`src/design/gohi_pkg.sv`:
```
// ----------------------------------------------------------------------------
// gohi_pkg
// Shared types and constants of the gradient orientation integral histogram.
// ----------------------------------------------------------------------------
package gohi_pkg;

	localparam int MaxWidthDefault    = 512;
	localparam int MaxHeightDefault   = 512;
	localparam int BinCount           = 9;
	localparam int MagFracBitsDefault = 4;

	localparam int GradW  = 11;
	localparam int RowSumW = 24;
	localparam int IntegW = 33;
	localparam int BinIdxW = 4;

	localparam logic [RowSumW-1:0] RowSumMax = '1;
	localparam logic [IntegW-1:0]  IntegMax  = '1;

	// Q32 tangents of 10, 30, 50 and 70 degrees.
	localparam logic [33:0] Tan10 = 34'd757318616;
	localparam logic [33:0] Tan30 = 34'd2479700524;
	localparam logic [33:0] Tan50 = 34'd5118542705;
	localparam logic [33:0] Tan70 = 34'd11800325663;

	// One classified pixel handed from front to back.
	typedef struct packed {
		logic [BinIdxW-1:0] bin;
		logic [21:0]        sq;
		logic               row_end;
		logic               frame_end;
	} front_req_t;

	typedef logic [IntegW-1:0] integ_t;

endpackage

```
`src/design/gohi_if.sv`:
```
// ----------------------------------------------------------------------------
// gohi_if
// Valid/ready channel carrying a payload of a given type.
// ----------------------------------------------------------------------------
interface gohi_if #(parameter type payload_t = logic) ();
	logic     valid;
	logic     ready;
	payload_t data;

	modport source (output valid, output data, input ready);
	modport sink (input valid, input data, output ready);
endinterface

```
`src/design/gohi_fifo.sv`:
```
// ----------------------------------------------------------------------------
// gohi_fifo
// Two-entry queue between the front and back parts.
// ----------------------------------------------------------------------------
module gohi_fifo (
	input  logic    clk,
	input  logic    arst_n,
	gohi_if.sink    wr,
	gohi_if.source  rd
);
	import gohi_pkg::*;

	front_req_t mem_q [2];
	logic       wp_q;
	logic       rp_q;
	logic [1:0] cnt_q;
	logic       push;
	logic       pop;

	assign wr.ready = cnt_q != 2'd2;
	assign rd.valid = cnt_q != 2'd0;
	assign rd.data  = mem_q[rp_q];
	assign push = wr.valid && wr.ready;
	assign pop  = rd.valid && rd.ready;

	// Pointers and fill count.
	always_ff @(posedge clk or negedge arst_n) begin
		if (!arst_n) begin
			wp_q  <= 1'b0;
			rp_q  <= 1'b0;
			cnt_q <= 2'd0;
		end else begin
			if (push) wp_q <= !wp_q;
			if (pop) rp_q <= !rp_q;
			cnt_q <= cnt_q + 2'(push) - 2'(pop);
		end
	end

	always_ff @(posedge clk) begin
		if (push) mem_q[wp_q] <= wr.data;
	end

endmodule

```
`src/flat_wrapper.sv`:
```
// flat-port wrapper written by rule: the top's interface ports become plain ports
module gohi_fifo_flat import gohi_pkg::*;
  (clk, arst_n, wr_valid, wr_data, wr_ready, rd_valid, rd_data, rd_ready);
  gohi_if wr_i ();
  gohi_if rd_i ();
  input  logic clk;
  input  logic arst_n;
  input wire logic [$bits(wr_i.valid)-1:0] wr_valid;
  input wire logic [$bits(wr_i.data)-1:0] wr_data;
  output wire logic [$bits(wr_i.ready)-1:0] wr_ready;
  output wire logic [$bits(rd_i.valid)-1:0] rd_valid;
  output wire logic [$bits(rd_i.data)-1:0] rd_data;
  input wire logic [$bits(rd_i.ready)-1:0] rd_ready;
  assign wr_i.valid = wr_valid;
  assign wr_i.data = wr_data;
  assign wr_ready = wr_i.ready;
  assign rd_valid = rd_i.valid;
  assign rd_data = rd_i.data;
  assign rd_i.ready = rd_ready;
  gohi_fifo u_core (.clk(clk), .arst_n(arst_n), .wr(wr_i), .rd(rd_i));
endmodule
```
`config.mk`:
```
export PLATFORM = sky130hd
export DESIGN_NAME = gohi_fifo_flat
export DESIGN_NICKNAME = d
export VERILOG_FILES = /design/src/design/gohi_pkg.sv /design/src/design/gohi_if.sv /design/src/design/gohi_fifo.sv /design/src/flat_wrapper.sv
export SDC_FILE = /design/constraint.sdc
export NUM_CORES = 1
export LEC_CHECK = 0
export ABC_AREA = 1
export BUFFER_PORTS_ARGS = -buffer_cell sky130_fd_sc_hd__buf_2
export CAP_MARGIN = 0
export CORE_AREA = 10 10 47 49
export CTS_CLUSTER_SIZE = 24
export DETAILED_ROUTE_END_ITERATION = 7
export DIE_AREA = 0 0 57 59
export PLACE_DENSITY = 0.41
export SYNTH_ARGS = -nofsm -noshare
export SYNTH_HDL_FRONTEND = slang
export SYNTH_SLANG_ARGS = --single-unit
```
`constraint.sdc`:
```
create_clock -name clk -period 1.8 [get_ports clk]
set_input_delay 0.09 -clock clk [delete_from_list [all_inputs] [get_ports clk]]
set_output_delay 0.09 -clock clk [all_outputs]
set_load 0.005 [all_outputs]
```
[Word level (Yosys, flattened, before mapping)]
Memory sizes are Yosys's and may differ from the RTL's.
Cells that the tools add are included.
Operators by class
  add/subtract/negate cells: 2
  equal/unequal tests: 1
  muxes and demuxes: 2
  reductions and logical operators: 5
Operators by type and width (count)
  2-bit by 1-bit adder with 2-bit output: 1
  1-bit logical AND: 2
  1-bit zero test: 2
  1-bit 2-to-1 mux: 2
  2-bit != test (second input constant): 1
  2-bit nonzero test: 1
  2-bit by 1-bit subtractor with 2-bit output: 1
Word-level totals
  register bits: 4
  bits in writable memories: 2
  output and inout port bits: 3
  memories: 1
Memories
  u_core.mem_q: words 2, width 1, rd ports 1, clocked after Yosys merged registers in 0, write ports 1, RTL line gohi_fifo.sv:13  | front_req_t mem_q [2];

[Logic depth before layout (Yosys ltp)]
  depth after elaboration: 4
  depth in mapped cells: 10

[Worst setup path after synthesis]
OpenSTA, ideal clock, no wires.
  path kind: reg-to-reg
  from: reg u_core.cnt_q[1]
  to: reg u_core.cnt_q[1]
  library setup time: 0.116 ns
  arrival time: 1.215 ns
  data required time: 1.684 ns
  path slack: 0.469 ns
  stages on the path, launching flop included: 11
  path buffers: 0
  path through: dfrtp_1 -> inv_1 -> nand2_1 -> nand2_1 -> inv_1 -> ha_1 -> inv_1 -> ha_1 -> inv_1 -> nand2_1 -> nand2_1
Between the ends
  elaborated cells on any way between the ends: 6
  those cells by class: 2 x add/sub; 1 x eq/ne; 3 x reduce/logical
RTL lines
  start, declared: RTL line gohi_fifo.sv:16  | logic [1:0] cnt_q;
  start signal, assigned: RTL line gohi_fifo.sv:35  | cnt_q <= cnt_q + 2'(push) - 2'(pop);
  2-bit nonzero test: RTL line gohi_fifo.sv:21  | assign rd.valid = cnt_q != 2'd0;
  via rd_valid: RTL line flat_wrapper.sv:11  | output wire logic [$bits(rd_i.valid)-1:0] rd_valid;
  1-bit logical AND: RTL line gohi_fifo.sv:24  | assign pop = rd.valid && rd.ready;
  via u_core.pop: RTL line gohi_fifo.sv:18  | logic pop;
  2-bit by 1-bit subtractor with 2-bit output: RTL line gohi_fifo.sv:35
The timed path passes the listed nets, and every way through them passes these cells.
A chain may end at the register's enable or synchronous reset.

[Worst setup path in the final report]
  from: reg u_core.cnt_q[1]
  to: reg u_core.cnt_q[1]
Between the ends
  elaborated cells on any way between the ends: 6
  those cells by class: 2 x add/sub; 1 x eq/ne; 3 x reduce/logical
RTL lines (RTL line)
  2-bit nonzero test: gohi_fifo.sv:21
  1-bit logical AND: gohi_fifo.sv:24
  via u_core.pop: gohi_fifo.sv:18
  2-bit by 1-bit subtractor with 2-bit output: gohi_fifo.sv:35
The timed path passes the listed nets, and every way through them passes these cells.

==> results.sh <==
export IMPL_status="completed"
export IMPL_final_util_pct=28.2
export IMPL_finalSetupTns_ps=0
export IMPL_max_freq_mhz=711
export IMPL_drt_pass1_iterations=2
export IMPL_netlist_instances=38
export IMPL_drt_initial_drc_count=5
export IMPL_slew_headroom_pct=92.5
export IMPL_die_area_um2=3360
export IMPL_grt_most_used_layer="met2"
export IMPL_cts_resized=0
export IMPL_die_y_um=59
export IMPL_grt_pass1_wl_um=945
export IMPL_place_area_um2=359
export IMPL_root_buffer="clkbuf_4"
export IMPL_post_route_min_period_ps=1410
export IMPL_synth_largest_area_cell="dfrtp_1"
export IMPL_cts_setup_buffers=0
export IMPL_critPathLaunchType="flop"
export IMPL_stdcell_area_um2=395
export IMPL_ant_nets=0
export IMPL_whs_ps=32.0
export IMPL_cts_buffers=3
export IMPL_yosys_warnings=0
export IMPL_io_pins=8
export IMPL_clk_latency_ps=240
export IMPL_post_route_period_util_pct=78.1
export IMPL_synth_edf_count=2
export IMPL_p_total_mw=0.617
export IMPL_gr_usage_met1_pct=4.06
export IMPL_portBuffers=7
export IMPL_synthMuxAreaShare_pct=0
export IMPL_drc=0
export IMPL_area_delta_synth_final_pct=30.0
export IMPL_power_density_nw_per_um2=1560
export IMPL_peakVddDrop_uv=407
export IMPL_htreeDepth=1
export IMPL_synthXorXnorAreaFrac_pct=0
export IMPL_worst_slack_ps=394
export IMPL_use_met3_pct=3.00
export IMPL_cts_sinks=6
export IMPL_routed_wl_um=527
export IMPL_dp_cells=61
export IMPL_hold_violations=0
export IMPL_rsz0062_at_grt="no"
export IMPL_antenna_found_initial=0
export IMPL_die_width_um=57
export IMPL_synth_area_leaders="dfrtp_1 (33%), edfxtp_1 (20%), nand2_1 (19%), inv_1 (12%), ha_1 (8.2%)"
export IMPL_layout_nets=58
export IMPL_clk_path_buf_depth=2
export IMPL_skew_ps=8.54
export IMPL_ys_types=8
export IMPL_setup_viol=0
export IMPL_num_vias=243
export IMPL_synth_fa_ha_area_share_pct=8.23
export IMPL_core_um2=1400
export IMPL_gp_congestion=0.600
export IMPL_cp_max_fo=3
export IMPL_grt_max_degree=5
export IMPL_dp_worst_setup_slack_ps=378
export IMPL_seq_area_frac_synth_pct=52.7
export IMPL_power_leakage_nw=0.233
export IMPL_diodes=0
export IMPL_wl_per_cell_um=7.98
export IMPL_syn_nets=45
export IMPL_worstMarginPinSlew_ps=112
export IMPL_ctsHoldBuffers=1
export IMPL_synth_compound_area_share_pct=0
export IMPL_met2_usage_pct=4.65
export IMPL_final_cells=66
export IMPL_synthesis_area_per_instance_um2=8.00
export IMPL_synthSimpleGateAreaFrac_pct=26.7
export IMPL_worstSetupPathType="flop to flop"
export IMPL_synthTopCellsByCount="nand2_1 (15), inv_1 (10), dfrtp_1 (4), nand3_1 (3)"
export IMPL_drv_slew=0
export IMPL_initial_utilization_pct=21.7
export IMPL_synth_top_family_by_area="simple AND/OR/NAND/NOR gates"
export IMPL_synth_async_reset_ratio_pct=66.7
export IMPL_clk_pin_slew_ps=50
export IMPL_synth_top_cell_area_share_pct=32.9
export IMPL_overflow=0
export IMPL_hp_class="primary input to flop"
export IMPL_cts_tree="yes"
export IMPL_grt_pass1_vias=244
export IMPL_synth_seq_cells=6
export IMPL_synthFlopType="dfrtp_1"
export IMPL_drive_gt1_share_pct=22.0
export IMPL_crit_arrival_ps=1530
export IMPL_num_rows=14
export IMPL_crit_path_end_kind="flop"
export IMPL_yosysMostFrequentCell="nand2_1"
export IMPL_synth_cell_area_um2=304
export IMPL_dp_hpwl_um=462
export IMPL_maxCapViolations=0
export IMPL_viasPerCell=3.68
export IMPL_cp_data_required_time_ps=1930
export IMPL_grt_use_total_pct=3.64
-- registers in the layout (all words and copies together) (netlist names) --
| signal | count |
|---|---|
| u_core.cnt_q | 2 |
| u_core.mem_q | 2 |
| u_core.rp_q | 1 |
| u_core.wp_q | 1 |
-- cell families after synthesis --
group / count (synthesis)
AND/OR/NAND/NOR: 20
buffers and inverters: 10
flip-flops: 6
adder cells (fa/ha/maj): 2
-- layout by cell type (no fill, tap or decap) --
master         count
inv_1             10
clkbuf_1           1
nand3_1            3
edfxtp_1           2
ha_1               2
dlygate4sd3_1      1
nand2_2            1
dfrtp_1            4
buf_2              7
clkbuf_4           3
nand2_1           15
nor2_1             1
-- report_power, final --
part           internal (mW)  total, mW  switching [mW]
Sequential             0.202      0.228          0.0262
Clock                 0.0841      0.135          0.0507
Combinational          0.102      0.254           0.151
Total                  0.388      0.617           0.228
-- critical path, stage by stage (launching register included) --
cell	delay (ps)
dfrtp_1	390
inv_1	80
nand2_1	80
nand2_1	80
inv_1	40
ha_1	280
inv_1	60
ha_1	150
inv_1	40
nand2_1	50
nand2_1	40
-- worst paths after layout --
path | from | to | slack, ps | depth (start not counted)
setup reg to reg | u_core.cnt_q[1]$_DFF_PN0_ | u_core.cnt_q[1]$_DFF_PN0_ | 390 | 10
setup / recovery | u_core.cnt_q[1]$_DFF_PN0_ | u_core.cnt_q[1]$_DFF_PN0_ | 390 | 10
hold reg to reg | u_core.wp_q$_DFFE_PN0P_ | u_core.wp_q$_DFFE_PN0P_ | 480 | 2
hold / removal | wr_data | u_core.mem_q[0]$_DFFE_PP_ | 30 | 1
max in group asynchronous | arst_n | u_core.rp_q$_DFFE_PN0P_ | 1500 | 2
min in group asynchronous | arst_n | u_core.wp_q$_DFFE_PN0P_ | 170 | 2
-- routing by layer --
layer  vias to the layer above  routed length (um)
li1                        134                   -
met1                       103                 259
met2                         6                 210
met3                         0                  57
met4                         0                   0
met5                         -                   0
-- final cells by class --
cell class | count | area [um2]
tap | 16 | 20.0
multi-input combinational | 22 | 106
clock buffer | 4 | 26.3
sequential | 6 | 160
inverter | 10 | 37.5
fill | 165 | 1010
timing repair buffer | 8 | 45.0
Power figures use the tool's default switching activity.
